===== src/ler_pkg.sv =====
`default_nettype none
package ler_pkg;

  localparam int MaxEventsDefault = 2048;
  localparam int MaxOutDefault    = 64;

  // input kind codes
  localparam logic [2:0] KIND_TICK   = 3'd0;
  localparam logic [2:0] KIND_ON     = 3'd1;
  localparam logic [2:0] KIND_SLIDE  = 3'd2;
  localparam logic [2:0] KIND_OFF    = 3'd3;
  localparam logic [2:0] KIND_RECORD = 3'd4;
  localparam logic [2:0] KIND_PLAY   = 3'd5;
  localparam logic [2:0] KIND_CLEAR  = 3'd6;

  // result event codes
  localparam logic [2:0] EV_STATUS = 3'd0;
  localparam logic [2:0] EV_ON     = 3'd1;
  localparam logic [2:0] EV_PITCH  = 3'd2;
  localparam logic [2:0] EV_OFF    = 3'd3;
  localparam logic [2:0] EV_CLICK  = 3'd4;

  // stored event kinds
  localparam logic [1:0] SK_ON    = 2'd1;
  localparam logic [1:0] SK_PITCH = 2'd2;
  localparam logic [1:0] SK_OFF   = 2'd3;

  localparam int EvWidth  = 38;  // pos17, pitch15, kind2, vel4
  localparam int ResWidth = 23;  // kind3, pitch15, vel4, accent1

  // register indexes
  localparam logic [1:0] REG_COUNT_IN = 2'd0;
  localparam logic [1:0] REG_BPB      = 2'd1;
  localparam logic [1:0] REG_LIMIT    = 2'd2;
  localparam logic [1:0] REG_THRESH   = 2'd3;

  typedef enum logic [1:0] {
    T_STOP  = 2'd0,
    T_COUNT = 2'd1,
    T_REC   = 2'd2,
    T_PLAY  = 2'd3
  } transport_t;

  typedef enum logic [2:0] {
    OP_TICK, OP_ON, OP_SLIDE, OP_OFF, OP_RECORD, OP_PLAY, OP_CLEAR, OP_NOP
  } op_t;

  typedef struct packed {
    op_t         op;
    logic [10:0] delta;
    logic [14:0] pitch;
    logic [3:0]  vel;
  } cmd_t;

  // saturated configuration
  typedef struct packed {
    logic [4:0] count_in;
    logic [4:0] bpb;
    logic [6:0] limit;
    logic [7:0] thresh;
  } cfg_t;

  typedef enum logic [3:0] {
    S_IDLE, S_EXEC, S_MOD, S_POST, S_FINISH, S_SCAN, S_DRAIN_RD, S_SHOW
  } back_state_t;

endpackage
`default_nettype wire


===== src/ler_front.sv =====
`default_nettype none
module ler_front (
  input  wire logic          clk,
  input  wire logic          rst,
  input  wire logic          push,
  output logic               full,
  input  wire logic [2:0]    kind,
  input  wire logic [10:0]   beat_delta,
  input  wire logic [14:0]   pitch,
  input  wire logic [3:0]    velocity,
  output logic               cmd_valid,
  output ler_pkg::cmd_t      cmd,
  input  wire logic          cmd_pop
);

  ler_pkg::cmd_t q [2];
  logic          wr_ptr;
  logic          rd_ptr;
  logic [1:0]    count;
  ler_pkg::cmd_t in_cmd;
  logic          do_push;

  // decode kind, treat oversize tick advances as zero
  always_comb begin
    case (kind)
      ler_pkg::KIND_TICK:   in_cmd.op = ler_pkg::OP_TICK;
      ler_pkg::KIND_ON:     in_cmd.op = ler_pkg::OP_ON;
      ler_pkg::KIND_SLIDE:  in_cmd.op = ler_pkg::OP_SLIDE;
      ler_pkg::KIND_OFF:    in_cmd.op = ler_pkg::OP_OFF;
      ler_pkg::KIND_RECORD: in_cmd.op = ler_pkg::OP_RECORD;
      ler_pkg::KIND_PLAY:   in_cmd.op = ler_pkg::OP_PLAY;
      ler_pkg::KIND_CLEAR:  in_cmd.op = ler_pkg::OP_CLEAR;
      default:              in_cmd.op = ler_pkg::OP_NOP;
    endcase
    in_cmd.delta = (beat_delta > 11'd1024) ? 11'd0 : beat_delta;
    in_cmd.pitch = pitch;
    in_cmd.vel   = velocity;
  end

  assign full      = (count == 2'd2);
  assign cmd_valid = (count != 2'd0);
  assign cmd       = q[rd_ptr];
  assign do_push   = push && !full;

  always_ff @(posedge clk) begin
    if (do_push) begin
      q[wr_ptr] <= in_cmd;
    end
    if (rst) begin
      wr_ptr <= 1'b0;
      rd_ptr <= 1'b0;
      count  <= 2'd0;
    end else begin
      if (do_push) begin
        wr_ptr <= !wr_ptr;
      end
      if (cmd_pop) begin
        rd_ptr <= !rd_ptr;
      end
      count <= count + {1'b0, do_push} - {1'b0, cmd_pop};
    end
  end

endmodule
`default_nettype wire


===== config.mk =====
export PLATFORM = sky130hd
export DESIGN_NAME = ler_front
export DESIGN_NICKNAME = d
export VERILOG_FILES = /design/src/ler_pkg.sv /design/src/ler_front.sv
export SDC_FILE = /design/constraint.sdc
export NUM_CORES = 1
export LEC_CHECK = 0
export ABC_AREA = 1
export BUFFER_PORTS_ARGS = -buffer_cell sky130_fd_sc_hd__buf_2
export CAP_MARGIN = 0
export CORE_MARGIN = 1
export CORE_UTILIZATION = 45
export CTS_CLUSTER_SIZE = 8
export DETAILED_ROUTE_END_ITERATION = 6
export MAX_ROUTING_LAYER = met4
export PLACE_DENSITY = 0.75
export RECOVER_POWER = 100
export SETUP_SLACK_MARGIN = 0.3
export SYNTH_ARGS = -nofsm -noshare
export SYNTH_HDL_FRONTEND = slang
export SYNTH_SLANG_ARGS = --single-unit

===== constraint.sdc =====
create_clock -name clk -period 4.15 [get_ports clk]
set_clock_uncertainty 0.2 [all_clocks]
set_input_delay 0.83 -clock clk [delete_from_list [all_inputs] [get_ports clk]]
set_output_delay 0.83 -clock clk [all_outputs]
set_load 0.05 [all_outputs]

* Yosys cells after proc, flatten, opt, wreduce, memory -nomap -nowiden
Memory sizes are Yosys's and may differ from the RTL's. A register that Yosys moved wholly into a read port is not among the register bits.
Index checks and enable logic that the tools add are counted.
** Storage, ports and cells
- Register bits after elaboration :: 4
- Bits in writable memories :: 66
- Input bits :: 37
- Output and inout port bits :: 35
- Logic and storage cells :: 26
- Memories kept :: 1
** Operators by class
- Add/subtract/negate cells :: 2
- Order comparisons :: 1
- Eq/ne operators :: 7
- Mux-type cells :: 6
- Reduce and logical (&&, ||, !) cells :: 6
** Memory list
- q :: words 2, width 33, rd ports 1, clocked after memory_dff 1, write ports 1, line ler_front.sv:16 : ler_pkg::cmd_t q [2];
** Operator list (count)
- $pmux W3 S7 :: 1
- $gt A11 B11 Y1 const B :: 1
- $mux W11 :: 1
- $eq A3 B3 Y1 const B :: 3
- $eq A3 B2 Y1 const B :: 2
- $mux W1 :: 4
- $eq A3 B1 Y1 const B :: 1
- $logic_not A1 Y1 :: 3
- $logic_not A3 Y1 :: 1
- $add A2 B1 Y2 :: 1
- $eq A2 B2 Y1 const B :: 1
- $reduce_bool A2 Y1 :: 1
- $sub A2 B1 Y2 :: 1
- $logic_and A1 B1 Y1 :: 1

* Depth between registers and ports, before layout
Gate-level depths: netlist (run 1).
- Depth in word-level cells :: 5
- Depth in mapped cells :: 9
- Gate-level depth less buffers :: 9

* Least setup slack after synthesis (run 1)
No wires, ideal clock.
- Path kind :: input-to-reg
- Start :: input push
- End :: memory q[1][0] in the netlist's numbering, enable pin
- Setup time :: 424 ps
- Arrival :: 2326 ps
- Required time :: 3526 ps
- Path slack :: 1199 ps
- Stages :: 2
- Buffers on the path :: 0
- Cells stage by stage :: o21ai_2 nor2_1
** Between the ends
- Longest elaborated chain between the ends :: 3
** RTL lines
- start: declaration :: line ler_front.sv:5 : input wire logic push,
- $logic_and A1 B1 Y1 :: line ler_front.sv:43 : assign do_push = push && !full;
- $mux W1 :: line ler_front.sv:46 : if (do_push) begin
- $mux W1 (not written as such) :: line ler_front.sv:47 : q[wr_ptr] <= in_cmd;
- end: declaration :: line ler_front.sv:16
No other way between the ends.

==> results of run 1 <==
[path summary, 6_finish.rpt]
path	to	slack, ns	cells past startpoint
min reg2reg	rd_ptr$_SDFFE_PP0P_	0.32	2
max reg2reg	q[0][16]$_DFFE_PP_	1.57	3
min	rd_ptr$_SDFFE_PP0P_	0.32	2
max	cmd[20]	0.97	2
[placed cells by master, fill, tap and decap left out]
| cell type | n |
|---|---|
| nand2_1 | 9 |
| mux2_2 | 3 |
| a21oi_1 | 9 |
| dfxtp_2 | 1 |
| nor2_1 | 13 |
| nor2_2 | 2 |
| o21ai_0 | 1 |
| bufinv_16 | 1 |
| edfxtp_1 | 66 |
| mux2_1 | 3 |
| or2_2 | 1 |
| ha_1 | 2 |
| buf_2 | 27 |
| clkinvlp_4 | 1 |
| nor3b_1 | 1 |
| mux2_4 | 27 |
| clkbuf_8 | 9 |
| xnor2_1 | 2 |
| clkbuf_1 | 44 |
| inv_1 | 15 |
| clkinv_1 | 4 |
| dfxtp_1 | 4 |
[tightest hold or removal path, stage by stage, from the launching register on]
cell	delay [ns]
dfxtp_1	0.32
xnor2_1	0.08
nor2_1	0.08
[sequential cells by signal, summed over array words and instances, names as in the netlist, named ones only]
register,count
count,2
q,66
rd_ptr,1
wr_ptr,1
[cell type report]
class                           instances  area share
Clock inverter                          6      0.0155
Timing Repair Buffer                   71      0.0887
Clock buffer                            9      0.0366
Multi-Input combinational cell         73       0.199
Inverter                               15      0.0166
Tap cell                               75      0.0277
Sequential cell                        71       0.616
[metrics by stage]
step / cells / utilization
2_1_floorplan: 167 / -
3_3_place_gp: 305 / 0.540
5_1_grt: 320 / 0.555
4_1_cts: 320 / 0.569
3_5_place_dp: 305 / 0.540
6_report: 320 / 0.555
[per-layer routing]
metal / share of wire / routed length [um] / GRT usage / vias to the layer above
li1: - / - / - / 744
met1: 0.42 / 1850 / 0.161 / 730
met2: 0.52 / 2300 / 0.245 / 49
met3: 0.054 / 240 / 0.0330 / 5
met4: 0.0090 / 40 / 0.0737 / 0
met5: 0 / 0 / - / -
[cells by family (layout without fill, tap and decap cells)]
logic type / Yosys count / in the layout
AOI/OAI and AO/OA: 10 / 10
xor gates and xnor gates: 2 / 2
adders and majority gates: 2 / 2
buffers and inverters: 23 / 101
DFF: 71 / 71
muxes: 33 / 33
and+or+nand+nor: 26 / 26
[power by group]
| part | total (mW) | switching [mW] | internal [mW] | leakage, nW |
|---|---|---|---|---|
| Combinational | 0.398 | 0.284 | 0.114 | 0.547 |
| Clock | 0.489 | 0.223 | 0.266 | 0.0853 |
| Sequential | 0.902 | 0.0346 | 0.868 | 0.663 |
==> reports/results.tsv, run 1 <==
stage	metric	value	unit
floorplanning	ios	72	
power	power_leakage	1.29	nW
yosys	ys.warnings.count	0	
clock_tree	cts_made_buffers	9	
yosys	synth-compound-area-share	0.0185	
timing	layout_setup_ws	0.974	ns
global_route	grt_usage	0.145	
finish	areaGrowthSynthToFinish	16.2	%
global_route	grt_pass1_wl	6640	um
timing	timing.final.crit_share	0.765	
clock_tree	clk_pin_slew	0.07	ns
finish	multi_input_area	674	um^2
finish	num_antenna_cells	0	
floorplanning	core	6100	um^2
floorplanning	num_rows	28	
clock_tree	post_cts_buffers	0	
timing	final-hold-violation-count	0	
timing	rsz0062_at_grt	false	
yosys	syn_avg_cell_area	17.4	um^2
run_status	status	finished with violations	
clock_tree	clock_path_buffers	2	
yosys	synth_mux_area_frac	0.166	
clock_tree	root_buffer	clkbuf_8	
finish	layout.nets	280	
detailed_routing	initialDrtViolationCount	45	
clock_tree	cts.htree.levels	3	
global_route	grt-ovfl-total	0	
clock_tree	clk_latency	0.32	ns
finish	fillers	544	
detailed_routing	ant_nets	0	
hold_path	min_from	rd_ptr$_SDFFE_PP0P_	
flow_run	cap_violations	2	
detailed_routing	vias_per_cell	4.78	
worst_setup_path	crit_buf_inv	1	
placement	pre_cts_slack	1.43	ns
finish	seq_area	2080	um^2
clock_tree	cts_tree	yes	
worst_setup_path	crit_fanout	33	
floorplanning	start_util	0.478	
global_route	grt_antenna_before_repair	0	
yosys	synthTopCellsByArea	edfxtp_1, mux2_4, dfxtp_1, buf_12, inv_1	
yosys	synthArstFlopShare	0	
clock_tree	ctsResizeCount	0	
worst_setup_path	cp.required	3.12	ns
yosys	ys_seq_area_frac	0.715	
yosys	ys_ff_latch	71	
yosys	synth_xor_area_frac	0.00602	
detailed_routing	drt_first_pass_iters	4	
detailed_routing	avgRoutedWirePerCell	13.9	um
placement	portBuffers	71	
worst_setup_path	worstSetupStartpointType	flip-flop	
timing	fin_crit	3.18	ns
timing	worst_pin_slew	1.73	ns
yosys	synth_largest_area_cell	edfxtp_1	
detailed_routing	drc_errors	0	
power	p_per_area	529	nW/um^2
yosys	synth_top_area_frac	0.681	
floorplanning	dieHeight	82.4	um
yosys	synth_top_family_by_area	multiplexers	
worst_setup_path	crit_path_top_delay_cell	dfxtp_2	
yosys	yosys.cell_types.count	17	
detailed_routing	wirelength	4430	um
yosys	synth_fa_ha_area_frac	0.00859	
clock_tree	cts-hold-fix-buffers	0	
power	peakVddDrop	0.254	mV
worst_setup_path	reg2reg_from	count[1]$_SDFF_PP0_	
placement	gp_congestion	0.692	
worst_setup_path	end_kind	output port	
clock_tree	cts.sinks	71	
yosys	synthMostInstantiatedCell	edfxtp_1	
worst_setup_path	critPathKind	flip-flop to output port	
worst_setup_path	cp_data_arrival_time	2.15	ns
timing	setup-violations-final	0	
timing	fmax	315	MHz
yosys	syn_nets	206	
finish	final_area	3380	um^2
timing	drv_slew	69	
worst_setup_path	crit_chain	mux2_4, clkbuf_1	
worst_setup_path	critPathMaxStageDelay	1.03	ns
timing	maxSlewHeadroom	-0.157	
timing	holdWs	0.316	ns
hold_path	hold_class	flip-flop to flip-flop	
global_route	grt_pass1_vias	1475	
detailed_routing	vias	1528	
floorplanning	die_area	6800	um^2
timing	final.setup.tns	0	ns
yosys	ys.flop_type	edfxtp_1	
placement	post_dp_cell_area	3290	um^2
finish	drive_gt1_frac	0.294	
yosys	synthTopCellsByCount	edfxtp_1, mux2_4, inv_1, nor2_1, a21oi_1	
worst_setup_path	cp_top_family	flip-flops	
placement	hpwl	2890	um
floorplanning	dieWidth	82.4	um
run_status	violations	capacitance limit, slew limit	
yosys	synthSimpleGateAreaFrac	0.0365	
global_route	grt_max_degree	35	
yosys	synth_edf_count	66	
yosys	synthCells	167	
power	p_total	1.79	mW
yosys	synth_area	2910	um^2
(Power assumes the default switching activity.)
==> run 2: changes to the inputs <==
- ABC_AREA: 1 -> 0
- PLACE_DENSITY: 0.75 -> 0.76
- clock period: 4.15 -> 3.3 ns (I/O delays scaled with it)
==> run 2 against run 1 <==
The flow still finishes with violations (capacitance limit, slew limit); wire length fell by 4.2%; combinational power grew 23%; hold slack lost 0.022 ns; register-to-register slack worse by 0.57 ns; critical path type unchanged; critical endpoint is now cmd[18].
==> reports/results.tsv, run 2 <==
stage	metric	value	unit	change
detailed_routing	drc_errors	0		unchanged
detailed_routing	initialDrtViolationCount	85		+89%
detailed_routing	avgRoutedWirePerCell	14.1	um	+1.8%
run_status	violations	capacitance limit, slew limit		
detailed_routing	drt-met1-wl	1820	um	-1.6%
clock_tree	cts_tree	yes		
yosys	synthCells	147		-12%
clock_tree	cts.htree.levels	3		unchanged
yosys	synthMostInstantiatedCell	edfxtp_1		
timing	final-hold-violation-count	0		unchanged
placement	portBuffers	71		unchanged
finish	max_flop_register	q		
timing	timing.final.crit_share	0.742		
yosys	syn_avg_cell_area	18.5	um^2	+6.3%
run_status	status	finished with violations		
hold_path	hold_class	flip-flop to flip-flop		
clock_tree	clock_path_buffers	2		unchanged
global_route	grt_max_degree	34		-2.9%
global_route	grt_usage	0.156		+0.0108
floorplanning	core	5680	um^2	-6.9%
finish	fin_cells	301		-5.9%
clock_tree	root_buffer	clkbuf_8		
clock_tree	post_cts_buffers	0		unchanged
floorplanning	start_util	0.480		+0.00231
yosys	synth_area	2720	um^2	-6.4%
finish	layout.cells.most_common	edfxtp_1		
detailed_routing	vias	1429		-6.5%
worst_setup_path	r2r_cells	2		-1
floorplanning	dieHeight	79.8	um	-3.2%
worst_setup_path	critPathKind	flip-flop to output port		
finish	largest_reg_flops	66		unchanged
floorplanning	die_area	6370	um^2	-6.3%
yosys	ys.flop_type	edfxtp_1		
detailed_routing	top_layer_used	met4		
clock_tree	clk_pin_slew	0.07	ns	about the same
detailed_routing	drt_first_pass_iters	4		unchanged
finish	areaGrowthSynthToFinish	19.8	%	
power	peakVddDrop	0.401	mV	+58%
worst_setup_path	endpoint	cmd[18]		
detailed_routing	route.met3.wl	216	um	-10%
worst_setup_path	cp_data_arrival_time	1.59	ns	-0.56 ns
clock_tree	cts_made_buffers	9		unchanged
placement	gp_congestion	0.708		+2.4%
timing	maxSlewHeadroom	-0.0389		+0.118
flow_run	cap_violations	1		-1
yosys	synth_top_area_frac	0.728		+0.0469
finish	final_cell_mix	edfxtp_1, clkbuf_1, mux2_2		
clock_tree	ctsResizeCount	0		unchanged
detailed_routing	vias_per_cell	4.75		-0.58%
finish	num_antenna_cells	0		unchanged
yosys	synthTopCellsByArea	edfxtp_1, mux2_2, dfxtp_1, nor2b_1, buf_6		
placement	hpwl	2750	um	-4.8%
global_route	grt_antenna_before_repair	0		unchanged
finish	drive_gt1_frac	0.336		+0.0424
detailed_routing	ant_nets	0		unchanged
yosys	ys_ff_latch	71		unchanged
yosys	synth_largest_area_cell	edfxtp_1		
detailed_routing	wl_met2	2120	um	-7.7%
floorplanning	ios	72		unchanged
timing	drv_slew	34		-51%
worst_setup_path	worstSetupStartpointType	flip-flop		
global_route	grt-ovfl-total	0		unchanged
worst_setup_path	reg2reg_to	q[1][4]$_DFFE_PP_		
timing	final.setup.tns	0	ns	unchanged
timing	worst_pin_slew	1.56	ns	-0.175 ns
global_route	grt_pass1_vias	1482		+0.47%
timing	setup-violations-final	0		unchanged
finish	utilization	0.575		+0.0200
timing	rsz0062_at_grt	false		
yosys	synthTopCellsByCount	edfxtp_1, mux2_2, nor2b_1		
detailed_routing	wirelength	4250	um	-4.2%
power	p_per_area	689	nW/um^2	+30%
worst_setup_path	cp.required	2.44	ns	-0.68 ns
yosys	syn_nets	186		-9.7%
clock_tree	cts-hold-fix-buffers	0		unchanged
yosys	yosys.cell_types.count	24		+7
yosys	synthArstFlopShare	0		unchanged
timing	fin_crit	2.45	ns	
finish	layout.nets	263		-6.1%
clock_tree	clk_latency	0.33	ns	about the same
placement	pre_cts_slack	1.09	ns	-0.333 ns
worst_setup_path	r2r_slack	1.00	ns	-0.57 ns
placement	placed_cells	285		-6.6%
timing	layout_setup_ws	0.851	ns	-0.123 ns
finish	reg_top3	q: 66 flops, count: 2 flops		
floorplanning	num_rows	27		-3.6%
timing	fmax	408	MHz	
global_route	grt_pass1_wl	6890	um	+3.8%
worst_setup_path	crit_fanout	17		-48%
yosys	ys_seq_area_frac	0.764		+0.0493
floorplanning	dieWidth	79.8	um	-3.2%
clock_tree	cts.sinks	71		unchanged
yosys	ys.warnings.count	0		unchanged
yosys	synth_edf_count	66		unchanged
worst_setup_path	reg2reg_from	count[0]$_SDFF_PP0_		
worst_setup_path	end_kind	output port		
power	power_leakage	1.16	nW	-10%
[run 2: cell families after synthesis]
family | count (synthesis) | share of synthesized area
AOI/OAI and AO/OA | 2 | 0.00367
xor gates and xnor gates | 2 | 0.00643
adders and majority gates | 2 | 0.00919
buffers and inverters | 12 | 0.0253
DFF | 71 | 0.764
muxes | 33 | 0.136
and+or+nand+nor | 25 | 0.0547
[run 2: worst min-delay path by stage]
stage	start	endpoint	slack (ns)	cells after the start
2_1_floorplan	wr_ptr$_SDFFE_PP0P_	wr_ptr$_SDFFE_PP0P_	0.25	2
3_3_place_gp	wr_ptr$_SDFFE_PP0P_	wr_ptr$_SDFFE_PP0P_	0.27	2
3_5_place_dp	wr_ptr$_SDFFE_PP0P_	wr_ptr$_SDFFE_PP0P_	0.28	2
4_1_cts	pitch[7]	q[1][11]$_DFFE_PP_	0.29	1
5_1_grt	pitch[10]	q[1][14]$_DFFE_PP_	0.30	1
6_report	wr_ptr$_SDFFE_PP0P_	wr_ptr$_SDFFE_PP0P_	0.29	2
[run 2: critical path: stages (launching register included)]
cell,delay (ns)
dfxtp_1,0.33
buf_4,0.25
mux2_2,0.38
clkbuf_1,0.29
[run 2: report_power, final]
group / leakage, nW / total [mW] / internal (mW) / switching (mW)
clock: 0.0960 / 0.651 / 0.346 / 0.305
sequential: 0.663 / 1.11 / 1.09 / 0.0223
combinational: 0.400 / 0.488 / 0.120 / 0.368
[run 2: metal layers]
layer / global-route usage / vias up
li1: - / 701
met1: 0.191 / 663
met2: 0.239 / 57
met3: 0.0389 / 8
met4: 0.0804 / 0
met5: - / -
[run 2: metrics by stage]
step / hold WS, ns / instance area (um^2) / total power [mW]
floorplan: 0.251 / 2720 / 1.53
global placement: 0.273 / 3140 / 1.64
detailed placement: 0.280 / 3140 / 1.64
CTS: 0.295 / 3330 / 2.29
global route: 0.298 / 3260 / 2.35
finish: 0.294 / 3260 / 2.25
[run 2: final cells by class]
type | instances | area, um^2
flip-flops and latches | 71 | 2080
fillers | 496 | 2410
clock inverters | 6 | 61.3
well taps | 72 | 90.1
repair buffers | 74 | 317
clock buffers | 10 | 128
multi-input cells | 64 | 572
inverters | 4 | 15.0
==> run 3: changes to the inputs <==
- PLACE_DENSITY: 0.76 -> 0.79
- clock period: 3.3 -> 2.22 ns (I/O delays scaled with it)
==> run 3 against run 2 <==
The run now ends clean; design area increased by 9.5%; via count increased by 6.4%; non-clock buffer count increased by 4; sequential power increased by 49%.
==> reports/results.tsv, run 3 (synthesis results as in run 2) <==
stage	metric	value	unit	change
global_route	grt_usage	0.161		+0.00501
worst_setup_path	cp_data_arrival_time	1.47	ns	-0.12 ns
floorplanning	dieHeight	79.8	um	unchanged
worst_setup_path	end_kind	output port		
detailed_routing	vias	1520		+6.4%
placement	gp_congestion	0.687		-3.0%
finish	drive_gt1_frac	0.476		+0.140
floorplanning	start_util	0.480		unchanged
worst_setup_path	crit_fanout	6		-11
finish	largest_reg_flops	66		unchanged
timing	drv_slew	0		-100%
timing	worst_pin_slew	0.733	ns	-0.825 ns
worst_setup_path	r2r_slack	0.22	ns	-0.78 ns
finish	layout.cells.most_common	edfxtp_1		
clock_tree	cts.sinks	71		unchanged
worst_setup_path	critPathKind	flip-flop to output port		
detailed_routing	wirelength	4800	um	+13%
finish	fin_cells	305		+1.3%
placement	placed_cells	287		+0.70%
placement	hpwl	2850	um	+3.7%
clock_tree	clk_pin_slew	0.07	ns	about the same
worst_setup_path	r2r_cells	5		+3
clock_tree	clk_latency	0.33	ns	about the same
hold_path	min_from	kind[0]		
hold_path	hold_class	primary input to flip-flop		
worst_setup_path	worstSetupStartpointType	flip-flop		
worst_setup_path	cp.required	1.58	ns	-0.86 ns
power	power_leakage	1.36	nW	+17%
hold_path	min_path_cells	1		-1
placement	pre_cts_slack	0.341	ns	-0.753 ns
floorplanning	dieWidth	79.8	um	unchanged
clock_tree	cts.htree.levels	3		unchanged
global_route	grt_max_degree	21		-38%
global_route	grt-ovfl-total	0		unchanged
global_route	grt_antenna_before_repair	0		unchanged
timing	timing.final.crit_share	0.954		
global_route	grt_pass1_vias	1477		-0.34%
power	peakVddDrop	0.479	mV	+20%
detailed_routing	avgRoutedWirePerCell	15.8	um	+12%
timing	layout_setup_ws	0.103	ns	-0.748 ns
finish	areaGrowthSynthToFinish	31.2	%	
power	p_total	3.49	mW	+55%
worst_setup_path	reg2reg_to	q[0][15]$_DFFE_PP_		
floorplanning	core	5680	um^2	unchanged
worst_setup_path	reg2reg_from	count[0]$_SDFF_PP0_		
flow_run	cap_violations	0		-1
detailed_routing	vias_per_cell	4.98		+5.0%
finish	num_antenna_cells	0		unchanged
floorplanning	ios	72		unchanged
timing	fin_crit	2.12	ns	
finish	reg_top3	q: 66 flops, count: 2 flops		
power	p_per_area	976	nW/um^2	+42%
detailed_routing	drc_errors	0		unchanged
finish	max_flop_register	q		
clock_tree	post_cts_buffers	0		unchanged
timing	fmax	472	MHz	
timing	final-hold-violation-count	0		unchanged
clock_tree	root_buffer	clkbuf_8		
global_route	grt_pass1_wl	6960	um	+1.1%
placement	portBuffers	71		unchanged
detailed_routing	initialDrtViolationCount	81		-4.7%
clock_tree	clock_path_buffers	2		unchanged
clock_tree	cts_made_buffers	9		unchanged
floorplanning	num_rows	27		unchanged
run_status	status	finished, final reports clean		
timing	final.setup.tns	0	ns	unchanged
finish	layout.nets	267		+1.5%
timing	setup-violations-final	0		unchanged
detailed_routing	drt_first_pass_iters	4		unchanged
finish	final_cell_mix	edfxtp_1, clkbuf_4, buf_2		
clock_tree	cts_tree	yes		
detailed_routing	ant_nets	0		unchanged
hold_path	whs_endpoint	q[0][30]$_DFFE_PP_		
floorplanning	die_area	6370	um^2	unchanged
timing	rsz0062_at_grt	true		
timing	maxSlewHeadroom	0.511		+0.550
[run 3: power by group]
group          total (mW)  switching (mW)  internal [mW]
Combinational       0.894           0.573          0.321
Sequential           1.65          0.0394           1.62
Clock               0.940           0.430          0.510
Total                3.49            1.04           2.45
[run 3: worst max-delay path by stage]
stage	start	endpoint	slack (ns)	cells past startpoint
finish	flip-flop	cmd[1]	0.10	3
global route	flip-flop	cmd[23]	0.05	3
CTS	flip-flop	cmd[32]	0.11	3
detailed placement	push	q[0][12]$_DFFE_PP_	0.34	5
global placement	push	q[0][18]$_DFFE_PP_	0.36	5
floorplan	count[0]$_SDFF_PP0_	q[0][0]$_DFFE_PP_	0.35	4
[run 3: stage by stage]
stage,util,instance area (um^2),hold WS (ns)
2_1_floorplan,-,2730,0.251
3_3_place_gp,0.561,3180,0.280
3_5_place_dp,0.561,3180,0.273
4_1_cts,0.621,3530,0.0826
5_1_grt,0.630,3570,0.0786
6_report,0.630,3570,0.0983
[run 3: timing repair]
item,4_1_cts,5_1_grt
cloned,1,1
endpoints found under the setup margin,33,33
hold buffers,0,0
gates resized for setup,49,47
[run 3: worst max-delay path: stages (launching register included)]
cell,delay (ns)
dfxtp_4,0.42
buf_6,0.15
mux2_2,0.35
clkbuf_4,0.22
[run 3: per-layer routing]
| metal | track usage | up-vias | part of all wire |
|---|---|---|---|
| li1 | - | 718 | - |
| met1 | 0.195 | 742 | 0.45 |
| met4 | 0.0964 | 0 | 0.019 |
| met2 | 0.239 | 53 | 0.48 |
| met3 | 0.0457 | 7 | 0.054 |
| met5 | - | - | 0 |
[run 3: cell type report]
| type | instances | area, um^2 |
|---|---|---|
| inverters | 4 | 20.0 |
| clock buffers | 11 | 131 |
| repair buffers | 78 | 581 |
| flip-flops and latches | 71 | 2090 |
| clock inverters | 5 | 48.8 |
| fillers | 456 | 2100 |
| well taps | 72 | 90.1 |
| multi-input cells | 64 | 618 |
